`config.mk`:
```
export PLATFORM = sky130hd
export DESIGN_NAME = settle_trigger_controller
export DESIGN_NICKNAME = d
export VERILOG_FILES = /design/src/hw/rtl/stc_pkg.sv /design/src/hw/rtl/stc_step.sv /design/src/hw/rtl/settle_trigger_controller.sv
export VERILOG_INCLUDE_DIRS = /design/src /design/src/hw/rtl
export SDC_FILE = /design/constraint.sdc
export NUM_CORES = 1
export LEC_CHECK = 0
export ABC_AREA = 1
export BUFFER_PORTS_ARGS = -buffer_cell sky130_fd_sc_hd__buf_2
export CORE_MARGIN = 4
export CORE_UTILIZATION = 55
export CTS_CLUSTER_DIAMETER = 80
export CTS_CLUSTER_SIZE = 28
export DETAILED_ROUTE_END_ITERATION = 6
export HOLD_SLACK_MARGIN = 0.06
export PLACE_DENSITY = 0.75
export SLEW_MARGIN = 10
export SYNTH_ARGS = -nofsm -noshare
export SYNTH_HDL_FRONTEND = slang
export SYNTH_HIERARCHICAL = 1
export SYNTH_SLANG_ARGS = --single-unit
```
`constraint.sdc`:
```
create_clock -name i_clk -period 4.3 [get_ports i_clk]
set_clock_uncertainty 0.2 [all_clocks]
set_input_delay 0.86 -clock i_clk [delete_from_list [all_inputs] [get_ports i_clk]]
set_output_delay 0.86 -clock i_clk [all_outputs]
set_load 0.02 [all_outputs]
```
`src/hw/rtl/assert_macros.svh`:
```
// Assertion macros shared by the RTL of the settle trigger controller.
// Self-contained; expects a clock named i_clk and an active-low reset i_rst_n.
`ifndef ASSERT_MACROS_SVH
`define ASSERT_MACROS_SVH

// Checks an implication on every clock edge outside reset.
`define ASSERT_IMPLY(label, cond, expr, msg) \
    label: assert property (@(posedge i_clk) disable iff (!i_rst_n) (cond) |-> (expr)) \
        else $error(msg);

// Checks a condition in the cycle after a trigger.
`define ASSERT_NEXT(label, cond, expr, msg) \
    label: assert property (@(posedge i_clk) disable iff (!i_rst_n) (cond) |=> (expr)) \
        else $error(msg);

`endif

```
`src/hw/rtl/stc_pkg.sv`:
```
// Package of the settle trigger controller: mode, event codes, result struct.
// No dependencies.
`default_nettype none

package stc_pkg;

    localparam int GEN_BITS_DEF = 32;
    localparam int TICKS_W = 16;
    localparam logic [TICKS_W-1:0] SETTLE_TICKS_RST = 16'd100;

    localparam logic [2:0] KIND_MOVE_START = 3'd0;
    localparam logic [2:0] KIND_MOVE_END = 3'd1;
    localparam logic [2:0] KIND_CONTENT = 3'd2;
    localparam logic [2:0] KIND_TICK = 3'd3;
    localparam logic [2:0] KIND_MANUAL = 3'd4;
    localparam logic [2:0] KIND_FINISHED = 3'd5;

    localparam logic [1:0] LENS_DRAGGING = 2'd0;
    localparam logic [1:0] LENS_SETTLING = 2'd1;
    localparam logic [1:0] LENS_PROCESSING = 2'd2;
    localparam logic [1:0] LENS_SHOWING = 2'd3;

    typedef enum logic [3:0] {
        MODE_DRAGGING = 4'b0001,
        MODE_SETTLING = 4'b0010,
        MODE_PROCESSING = 4'b0100,
        MODE_SHOWING = 4'b1000
    } t_mode;

    typedef struct packed {
        logic       request_valid;
        logic       request_manual;
        logic       finish_accepted;
        logic [1:0] lens_mode;
    } t_result;

    function automatic logic [1:0] lens_code(input t_mode mode);
        logic [1:0] code;
        unique case (mode)
            MODE_DRAGGING: code = LENS_DRAGGING;
            MODE_SETTLING: code = LENS_SETTLING;
            MODE_PROCESSING: code = LENS_PROCESSING;
            MODE_SHOWING: code = LENS_SHOWING;
            default: code = LENS_SETTLING;
        endcase
        return code;
    endfunction

endpackage

`default_nettype wire

```
`src/hw/rtl/stc_step.sv`:
```
// Event decoder of the settle trigger controller: next mode, counters and result.
// Depends on stc_pkg.
`default_nettype none

module stc_step import stc_pkg::*; #(
    parameter int GEN_BITS = GEN_BITS_DEF
) (
    input  wire logic [2:0]         i_kind,
    input  wire logic [31:0]        i_finished_generation,
    input  wire logic [TICKS_W-1:0] i_settle_ticks,
    input  wire t_mode              i_mode,
    input  wire logic [TICKS_W-1:0] i_elapsed,
    input  wire logic [GEN_BITS-1:0] i_gen,
    output t_mode                   o_mode,
    output logic [TICKS_W-1:0]      o_elapsed,
    output logic [GEN_BITS-1:0]     o_gen,
    output t_result                 o_result,
    output logic [31:0]             o_request_generation
);

    localparam int CMP_W = (GEN_BITS > 32) ? GEN_BITS : 32;

    logic [GEN_BITS-1:0] gen_inc;
    logic [CMP_W-1:0] gen_ext;
    logic [CMP_W-1:0] out_ext;
    logic gen_match;
    logic req;
    logic manual;
    logic accepted;
    logic [TICKS_W-1:0] tick_elapsed;

    assign gen_inc = i_gen + GEN_BITS'(1);
    assign gen_ext = CMP_W'(i_gen);
    assign gen_match = (gen_ext == CMP_W'(i_finished_generation));
    assign tick_elapsed = (i_elapsed < i_settle_ticks) ? i_elapsed + TICKS_W'(1) : i_elapsed;

    always_comb begin
        o_mode = i_mode;
        o_elapsed = i_elapsed;
        o_gen = i_gen;
        req = 1'b0;
        manual = 1'b0;
        accepted = 1'b0;
        unique case (i_kind)
            KIND_MOVE_START: begin
                o_gen = gen_inc;
                o_mode = MODE_DRAGGING;
            end
            KIND_MOVE_END: begin
                o_mode = MODE_SETTLING;
                o_elapsed = '0;
            end
            KIND_CONTENT: begin
                if (i_mode == MODE_PROCESSING) begin
                    o_gen = gen_inc;
                end
                if (i_mode != MODE_DRAGGING) begin
                    o_mode = MODE_SETTLING;
                    o_elapsed = '0;
                end
            end
            KIND_TICK: begin
                if (i_mode == MODE_SETTLING) begin
                    o_elapsed = tick_elapsed;
                    req = (tick_elapsed >= i_settle_ticks);
                end
            end
            KIND_MANUAL: begin
                if (i_mode != MODE_DRAGGING) begin
                    req = 1'b1;
                    manual = 1'b1;
                end
            end
            KIND_FINISHED: begin
                if (i_mode == MODE_PROCESSING && gen_match) begin
                    o_mode = MODE_SHOWING;
                    accepted = 1'b1;
                end
            end
            default: begin
            end
        endcase
        if (req) begin
            o_gen = gen_inc;
            o_mode = MODE_PROCESSING;
        end
    end

    assign out_ext = CMP_W'(gen_inc);
    assign o_request_generation = req ? out_ext[31:0] : 32'd0;
    assign o_result = '{
        request_valid: req,
        request_manual: manual,
        finish_accepted: accepted,
        lens_mode: lens_code(o_mode)
    };

endmodule

`default_nettype wire

```
`src/hw/rtl/settle_trigger_controller.sv`:
```
// Top level of the settle trigger controller: input register, state, result register.
// Depends on stc_pkg, stc_step and assert_macros.svh.
//
// Channel  Direction  Handshake                 Payload
// in       input      i_in_valid / o_in_ready   i_kind, i_finished_generation
// out      output     o_out_valid / i_out_ready request, finish and mode fields
// cfg      input      i_cfg_valid / o_cfg_ready i_cfg_settle_ticks
//
// Each beat passes the input register, then decode into the result register.
// One beat per cycle is sustained while the output is taken.
// The state advances when a beat moves from the input register into the result register.
// A stalled output holds both registers; the input accepts again as soon as space frees.
// Reset is synchronous: mode settling, counters zero, settle ticks 100.
`default_nettype none
`include "assert_macros.svh"

module settle_trigger_controller import stc_pkg::*; #(
    parameter int GEN_BITS = GEN_BITS_DEF
) (
    input  wire logic        i_clk,
    input  wire logic        i_rst_n,
    input  wire logic        i_in_valid,
    output logic             o_in_ready,
    input  wire logic [2:0]  i_kind,
    input  wire logic [31:0] i_finished_generation,
    output logic             o_out_valid,
    input  wire logic        i_out_ready,
    output logic             o_request_valid,
    output logic [31:0]      o_request_generation,
    output logic             o_request_manual,
    output logic             o_finish_accepted,
    output logic [1:0]       o_lens_mode,
    input  wire logic        i_cfg_valid,
    output logic             o_cfg_ready,
    input  wire logic [15:0] i_cfg_settle_ticks
);

    logic r_in_valid;
    logic [2:0] r_kind;
    logic [31:0] r_fin_gen;
    logic r_out_valid;
    t_result r_result;
    logic [31:0] r_req_gen;
    t_mode r_mode;
    logic [TICKS_W-1:0] r_elapsed;
    logic [GEN_BITS-1:0] r_gen;
    logic [TICKS_W-1:0] r_settle_ticks;

    t_mode n_mode;
    logic [TICKS_W-1:0] n_elapsed;
    logic [GEN_BITS-1:0] n_gen;
    t_result n_result;
    logic [31:0] n_req_gen;

    logic advance;
    logic in_take;

    assign advance = r_in_valid && (!r_out_valid || i_out_ready);
    assign o_in_ready = !r_in_valid || advance;
    assign in_take = i_in_valid && o_in_ready;
    assign o_cfg_ready = 1'b1;

    stc_step #(
        .GEN_BITS(GEN_BITS)
    ) u_step (
        .i_kind(r_kind),
        .i_finished_generation(r_fin_gen),
        .i_settle_ticks(r_settle_ticks),
        .i_mode(r_mode),
        .i_elapsed(r_elapsed),
        .i_gen(r_gen),
        .o_mode(n_mode),
        .o_elapsed(n_elapsed),
        .o_gen(n_gen),
        .o_result(n_result),
        .o_request_generation(n_req_gen)
    );

    always_ff @(posedge i_clk) begin
        if (!i_rst_n) begin
            r_in_valid <= 1'b0;
            r_out_valid <= 1'b0;
            r_mode <= MODE_SETTLING;
            r_elapsed <= '0;
            r_gen <= '0;
            r_settle_ticks <= SETTLE_TICKS_RST;
        end else begin
            if (in_take) begin
                r_in_valid <= 1'b1;
            end else if (advance) begin
                r_in_valid <= 1'b0;
            end
            if (advance) begin
                r_out_valid <= 1'b1;
                r_mode <= n_mode;
                r_elapsed <= n_elapsed;
                r_gen <= n_gen;
            end else if (i_out_ready) begin
                r_out_valid <= 1'b0;
            end
            if (i_cfg_valid) begin
                r_settle_ticks <= i_cfg_settle_ticks;
            end
        end
    end

    always_ff @(posedge i_clk) begin
        if (in_take) begin
            r_kind <= i_kind;
            r_fin_gen <= i_finished_generation;
        end
        if (advance) begin
            r_result <= n_result;
            r_req_gen <= n_req_gen;
        end
    end

    assign o_out_valid = r_out_valid;
    assign o_request_valid = r_result.request_valid;
    assign o_request_generation = r_req_gen;
    assign o_request_manual = r_result.request_manual;
    assign o_finish_accepted = r_result.finish_accepted;
    assign o_lens_mode = r_result.lens_mode;

    `ASSERT_IMPLY(a_req_mode, o_out_valid && o_request_valid,
        o_lens_mode == LENS_PROCESSING, "request beat does not report processing")
    `ASSERT_IMPLY(a_fin_mode, o_out_valid && o_finish_accepted,
        o_lens_mode == LENS_SHOWING, "accepted finish does not report showing")
    `ASSERT_IMPLY(a_manual_req, o_out_valid && o_request_manual,
        o_request_valid, "manual flag without a request")
    `ASSERT_NEXT(a_gen_step, 1'b1,
        r_gen == $past(r_gen) || r_gen == $past(r_gen) + GEN_BITS'(1),
        "generation moved by more than one")

endmodule

`default_nettype wire
```
==> results of run 1 <==
==> sequential cells by signal, summed over array words and instances (netlist names) <==
name                  cells
o_request_generation     32
r_fin_gen                32
r_gen                    32
r_elapsed                16
r_settle_ticks           16
r_mode                    4
r_kind                    3
o_lens_mode               2
o_finish_accepted         1
o_out_valid               1
o_request_manual          1
o_request_valid           1
r_in_valid                1
==> area by class of cell <==
cell class	count	share of cell area
clock buffer	20	0.0445
clock inverter	12	0.0153
inverter	185	0.0666
multi-input combinational	901	0.444
sequential	142	0.341
tap	220	0.0263
timing repair buffer	115	0.0623
==> placed cells by master (no fill, tap or decap), types with 3 or more instances in the layout <==
| cell type | Yosys | routed |
|---|---|---|
| o21ai_0 | 32 | 32 |
| dfxtp_1 | 70 | 68 |
| buf_4 | 7 | 19 |
| inv_1 | 164 | 164 |
| nor3_2 | 4 | 4 |
| clkbuf_16 | 0 | 17 |
| a21oi_2 | 42 | 42 |
| nand3_1 | 78 | 78 |
| nand3b_1 | 3 | 3 |
| clkinvlp_4 | 0 | 3 |
| buf_2 | 24 | 94 |
| inv_2 | 20 | 19 |
| ha_1 | 33 | 33 |
| xnor2_1 | 10 | 10 |
| clkinv_2 | 0 | 3 |
| nor4_1 | 6 | 6 |
| nor3_1 | 16 | 16 |
| edfxtp_1 | 72 | 72 |
| bufinv_16 | 0 | 3 |
| nand4_1 | 15 | 15 |
| a21oi_1 | 62 | 62 |
| clkinv_4 | 0 | 3 |
| nor3b_1 | 5 | 5 |
| nand2_1 | 324 | 324 |
| nand2_4 | 3 | 3 |
| clkbuf_8 | 0 | 3 |
| xor2_1 | 43 | 43 |
| nor3_4 | 3 | 3 |
| nor2_1 | 186 | 186 |
| nor2_4 | 3 | 3 |
| o21ai_1 | 16 | 16 |
==> stage by stage <==
step                utilization  hold slack, ns  cells  setup WS [ns]  power (mW)
floorplan                     -           0.229   1286          0.751        2.25
global placement          0.594           0.243   1563          0.543        2.44
detailed placement        0.594           0.252   1563          0.449        2.46
CTS                       0.632           0.269   1595          0.369        4.00
global route              0.632           0.287   1595        0.00762        4.20
finish                    0.632           0.261   1595          0.384        3.99
==> power by group through the flow <==
stage               Combinational, mW  Sequential (mW)  Clock [mW]
global route                    0.958             1.62        1.62
CTS                             0.833             1.61        1.56
floorplan                       0.625             1.63           0
finish                          0.840             1.61        1.54
detailed placement              0.823             1.64           0
global placement                0.804             1.63           0
==> how the worst max path moves through the flow <==
stage | from | end | depth (start not counted)
finish | r_elapsed[9] | r_gen[5] | 29
global route | r_elapsed[9] | r_gen[15] | 29
CTS | r_elapsed[9] | r_gen[28] | 29
detailed placement | r_elapsed[9] | r_gen[7] | 29
floorplan | r_elapsed[9] | r_gen[22] | 30
global placement | r_elapsed[9] | r_gen[31] | 28
==> per-layer routing <==
metal | vias up | share of wire
met1 | 3787 | 0.44
met4 | 0 | 0.030
met2 | 282 | 0.47
met5 | - | 0
li1 | 4225 | -
met3 | 52 | 0.059
==> kinds of logic (layout without fill, tap and decap cells) <==
| kind of cell | after synthesis | count (layout) |
|---|---|---|
| buffers and inverters | 243 | 332 |
| AOI/OAI and AO/OA | 159 | 159 |
| DFF | 142 | 142 |
| other | 1 | 1 |
| xor gates and xnor gates | 53 | 53 |
| adders and majority gates | 33 | 33 |
| and+or+nand+nor | 655 | 655 |
==> timing repair <==
item | CTS | global route
buffers inserted | 0 | 0
endpoints found under the setup margin | 0 | 16
resized for setup | 0 | 2
==> critical path: cells and delay by family, from the launching register on <==
family,cells,cell delay [ns]
flip-flops,1,0.46
buffers and inverters,5,0.51
AO/OA/AOI/OAI,4,0.45
adder cells (fa/ha/maj),2,0.59
AND/OR/NAND/NOR,18,1.64
==> results.ini, run 1 <==
[die]
rows=47
io-pin-count=96
core_um2=16600
die_area_um2=19100
initial_utilization=0.561
fp.dieW_um=138
die_h_um=138

[finish]
multi_input_comb_area_um2=4660
nets=1451
antenna-diode-count=0
drive_above_1_share=0.169
layout.area.seq_um2=3570
fin_area_um2=10500
area_delta_synth_final_pct=12.6
num-fill-cells=1500

[global_route]
antenna_found_initial=0
grt_start_max_net_pins=61
grtUsageMet2=0.392
grtUsageTotal=0.235
grt_first_pass_wirelength_um=37400
busiest_layer=met2
grt-ovfl-total=0
grt_pass1_vias=7848
grtUsageMet3=0.0473
use_met1=0.303

[power_and_ir_drop]
powerDensity_nw_per_um2=381
switching_share=0.302
ir_drop_mv=0.472
p_clk_frac=0.386
p_leak_nw=4.75
p_sw_mw=1.20
power.internal_mw=2.78
p_seq_frac=0.404
combPwrFrac=0.211

[critical_path]
critPathMostFrequentCell=nand2_1
r2r_cells=29
r2r_end=r_gen[5]
r2r_start=r_elapsed[9]
cp.arrival_ns=4.07
endpoint_kind=flip-flop
cp_slowest_cell=dfxtp_1
worstPathMaxFanout=30
required_ns=4.45
worst-r2r-setup-slack_ns=0.38
crit_type=reg2reg
max_stage_delay_ns=0.46
worst_setup_path_start_kind=flip-flop

[synth]
synth_mux_area_frac=0
syn_inst=1286
ys_ff_latch=142
yosysWarnings=6
synth_top_family_by_area=simple AND/OR/NAND/NOR gates
synth_edf_count=72
synth_top_area_frac=0.232
postSynthAreaPerCell_um2=7.23
ys_seq_area_frac=0.383
yosys.area_share.adder=0.0444
syn-cell-area_um2=9300
synth_compound_area_frac=0.104
syn_nets=1375
synth_cell_types=39
synth_most_common_cell=nand2_1
synth_ff_type=edfxtp_1
yosys.area_share.simple=0.301
synthTopCellsByArea=edfxtp_1 (23%), dfxtp_1 (15%), nand2_1 (13%), nor2_1 (7.5%), inv_1 (6.6%)
synth-async-reset-ratio=0
synth_xor_area_frac=0.0499
synth_common_cells=nand2_1 (324), nor2_1 (186), inv_1 (164)
yosys.area.top_type=edfxtp_1

[drt]
routedWlPerCell_um=14.2
drtIter0Drc=640
drc_errors=0
avgViaCountPerCell=5.23
vias=8346
dr.pass1.iters=5
antenna_left=0
detail_route.wirelength_um=22600

[clock_tree]
cts.clk_slew.worst_paths_ns=0.06
clk_latency_ns=0.42
clock-root-buffer=clkbuf_16
clock-sinks=142
cts_buffers=17
htree_levels=4
cts_tree=built
holdBufCountCts=0
ctsLongestPathBuffers=2

[sta]
tightest_slew_ns=0.940
max_freq_mhz=255
relSlewSlack=0.373
grt_setup_unrepaired=no
fin_crit_sh=0.911
slew_violations=0
finalSetupViolations=0
setup_tns_ns=0
hold_violations=0
layout_min_cycle_time_ns=3.92

[placement]
hpwl_um=16000
io_buffers=94
post_dp_cell_area_um2=9850
gp_congestion=0.939

[worst_hold_path]
holdPathStages=2
hp-class=reg2reg
min_to=r_settle_ticks[6]
min-delay-start=r_settle_ticks[6]

[run_status]
status=completed

[run]
maxCapViolCount=0

No activity file was read; power rests on OpenSTA's default activity.
==> inputs of run 2 (changes only) <==
--- a/config.mk
+++ b/config.mk
@@ -8,7 +8,7 @@
 export LEC_CHECK = 0
 export ABC_AREA = 1
 export BUFFER_PORTS_ARGS = -buffer_cell sky130_fd_sc_hd__buf_2
-export CORE_MARGIN = 4
+export CORE_MARGIN = 5
 export CORE_UTILIZATION = 55
 export CTS_CLUSTER_DIAMETER = 80
 export CTS_CLUSTER_SIZE = 28
==> run 2 against run 1 <==
Highest routed layer unchanged. Sequential share of layout area increased by 0.085 points. First-iteration DRC count rose by 18%. Wire length grew 0.43%. Sequential power about the same. Utilization shrank 0.14 points. Die area increased by 2.9%. Flip-flop and latch count unchanged.
==> results.ini, run 2 (synthesis results as in run 1) <==
[sta]
max_freq_mhz=256
tightest_slew_ns=0.759
fin_crit_sh=0.908
hold_violations=0
finalSetupViolations=0
grt_setup_unrepaired=no
setup_tns_ns=0
layout_min_cycle_time_ns=3.91
slew_violations=0
relSlewSlack=0.494
setup_ws_ns=0.395
fin_hold_ws_ns=0.264

[drt]
vias=8327
detail_route.wirelength_um=22700
avgViaCountPerCell=5.22
dr.pass1.iters=6
antenna_left=0
routedWlPerCell_um=14.2
drtIter0Drc=753
drc_errors=0

[critical_path]
endpoint_kind=flip-flop
worst_setup_path_start_kind=flip-flop
cp.arrival_ns=4.07
crit_type=reg2reg
cp_slowest_cell=dfxtp_1
max_stage_delay_ns=0.32
worst-r2r-setup-slack_ns=0.39
worstPathMaxFanout=30
critPathMostFrequentCell=nand2_1
required_ns=4.46

[run_status]
status=completed

[placement]
gp_congestion=0.928
io_buffers=94
hpwl_um=16300
dp_slack_ns=0.357
post_dp_cell_area_um2=9840

[clock_tree]
htree_levels=4
cts_buffers=17
cts_setup_buffers=0
clk_latency_ns=0.42
clock-root-buffer=clkbuf_16
ctsLongestPathBuffers=2
cts.clk_slew.worst_paths_ns=0.06
cts_tree=built
clock-sinks=142

[global_route]
grt_first_pass_wirelength_um=37500
grt_start_max_net_pins=63
grt-ovfl-total=0
grtUsageTotal=0.232
antenna_found_initial=0
grt_pass1_vias=7704

[die]
die_area_um2=19600
rows=47
fp.dieW_um=140
die_h_um=140
initial_utilization=0.561
core_um2=16600
io-pin-count=96

[finish]
final_common_cell=nand2_1
fin_area_um2=10500
antenna-diode-count=0
multi_input_comb_area_um2=4660
area_delta_synth_final_pct=12.4
final_cell_mix=nand2_1 (324), nor2_1 (186), inv_1 (164)
num-fill-cells=1518
drive_above_1_share=0.169
layout.area.seq_um2=3570
nets=1450

[power_and_ir_drop]
p_total_mw=3.94
p_clk_frac=0.380
p_sw_mw=1.20
combPwrFrac=0.211
switching_share=0.305
power.internal_mw=2.74
p_leak_nw=4.74
powerDensity_nw_per_um2=377
p_seq_frac=0.409
ir_drop_mv=0.367

[run]
maxCapViolCount=0

[worst_hold_path]
hp-class=reg2reg

-- run 2: final cells by class --
type / instances / area share
inverter: 185 / 0.0668
clock inverter: 12 / 0.0127
multi-input combinational: 901 / 0.445
timing repair buffer: 114 / 0.0617
sequential: 142 / 0.341
tap: 220 / 0.0263
clock buffer: 20 / 0.0457
-- run 2: through the flow --
step | util | std cells
floorplan | - | 1286
global placement | 0.593 | 1562
detailed placement | 0.593 | 1562
finish | 0.631 | 1594
global route | 0.631 | 1594
CTS | 0.630 | 1594
-- run 2: metal layers --
| layer | wire length [um] | global-route usage | up-vias |
|---|---|---|---|
| met3 | 1410 | 0.0491 | 36 |
| met2 | 11000 | 0.395 | 268 |
| met4 | 444 | 0.0658 | 0 |
| met1 | 9870 | 0.300 | 3793 |
| li1 | - | - | 4230 |
| met5 | 0 | 0 | - |
-- run 2: power groups by stage --
stage                     logic, mW  registers, mW  clock network [mW]
after CTS                     0.826           1.61                1.52
after floorplan               0.625           1.63                   0
after global placement        0.798           1.64                   0
after global routing          0.951           1.62                1.58
after detailed placement      0.818           1.64                   0
final                         0.831           1.61                1.50
-- run 2: what timing repair did --
action	in CTS	in global routing
hold buffers	0	0
gates resized for setup	0	3
endpoints found under the setup margin	0	21
-- run 2: worst paths after layout --
kind | startpoint | endpoint | depth (start not counted)
worst max-delay path | r_settle_ticks[9] | r_gen[5] | 30
worst min-delay path | r_settle_ticks[6] | r_settle_ticks[6] | 2
worst max register to register | r_settle_ticks[9] | r_gen[5] | 30
worst min register to register | r_settle_ticks[6] | r_settle_ticks[6] | 2
-- run 2: critical path, delay by kind of cell, from the launching register on --
kind                       cells  cell delay [ns]
and+or+nand+nor               18             1.62
DFF                            1             0.32
buffers and inverters          6             0.60
adders and majority gates      2             0.58
AOI/OAI and AO/OA              4             0.49
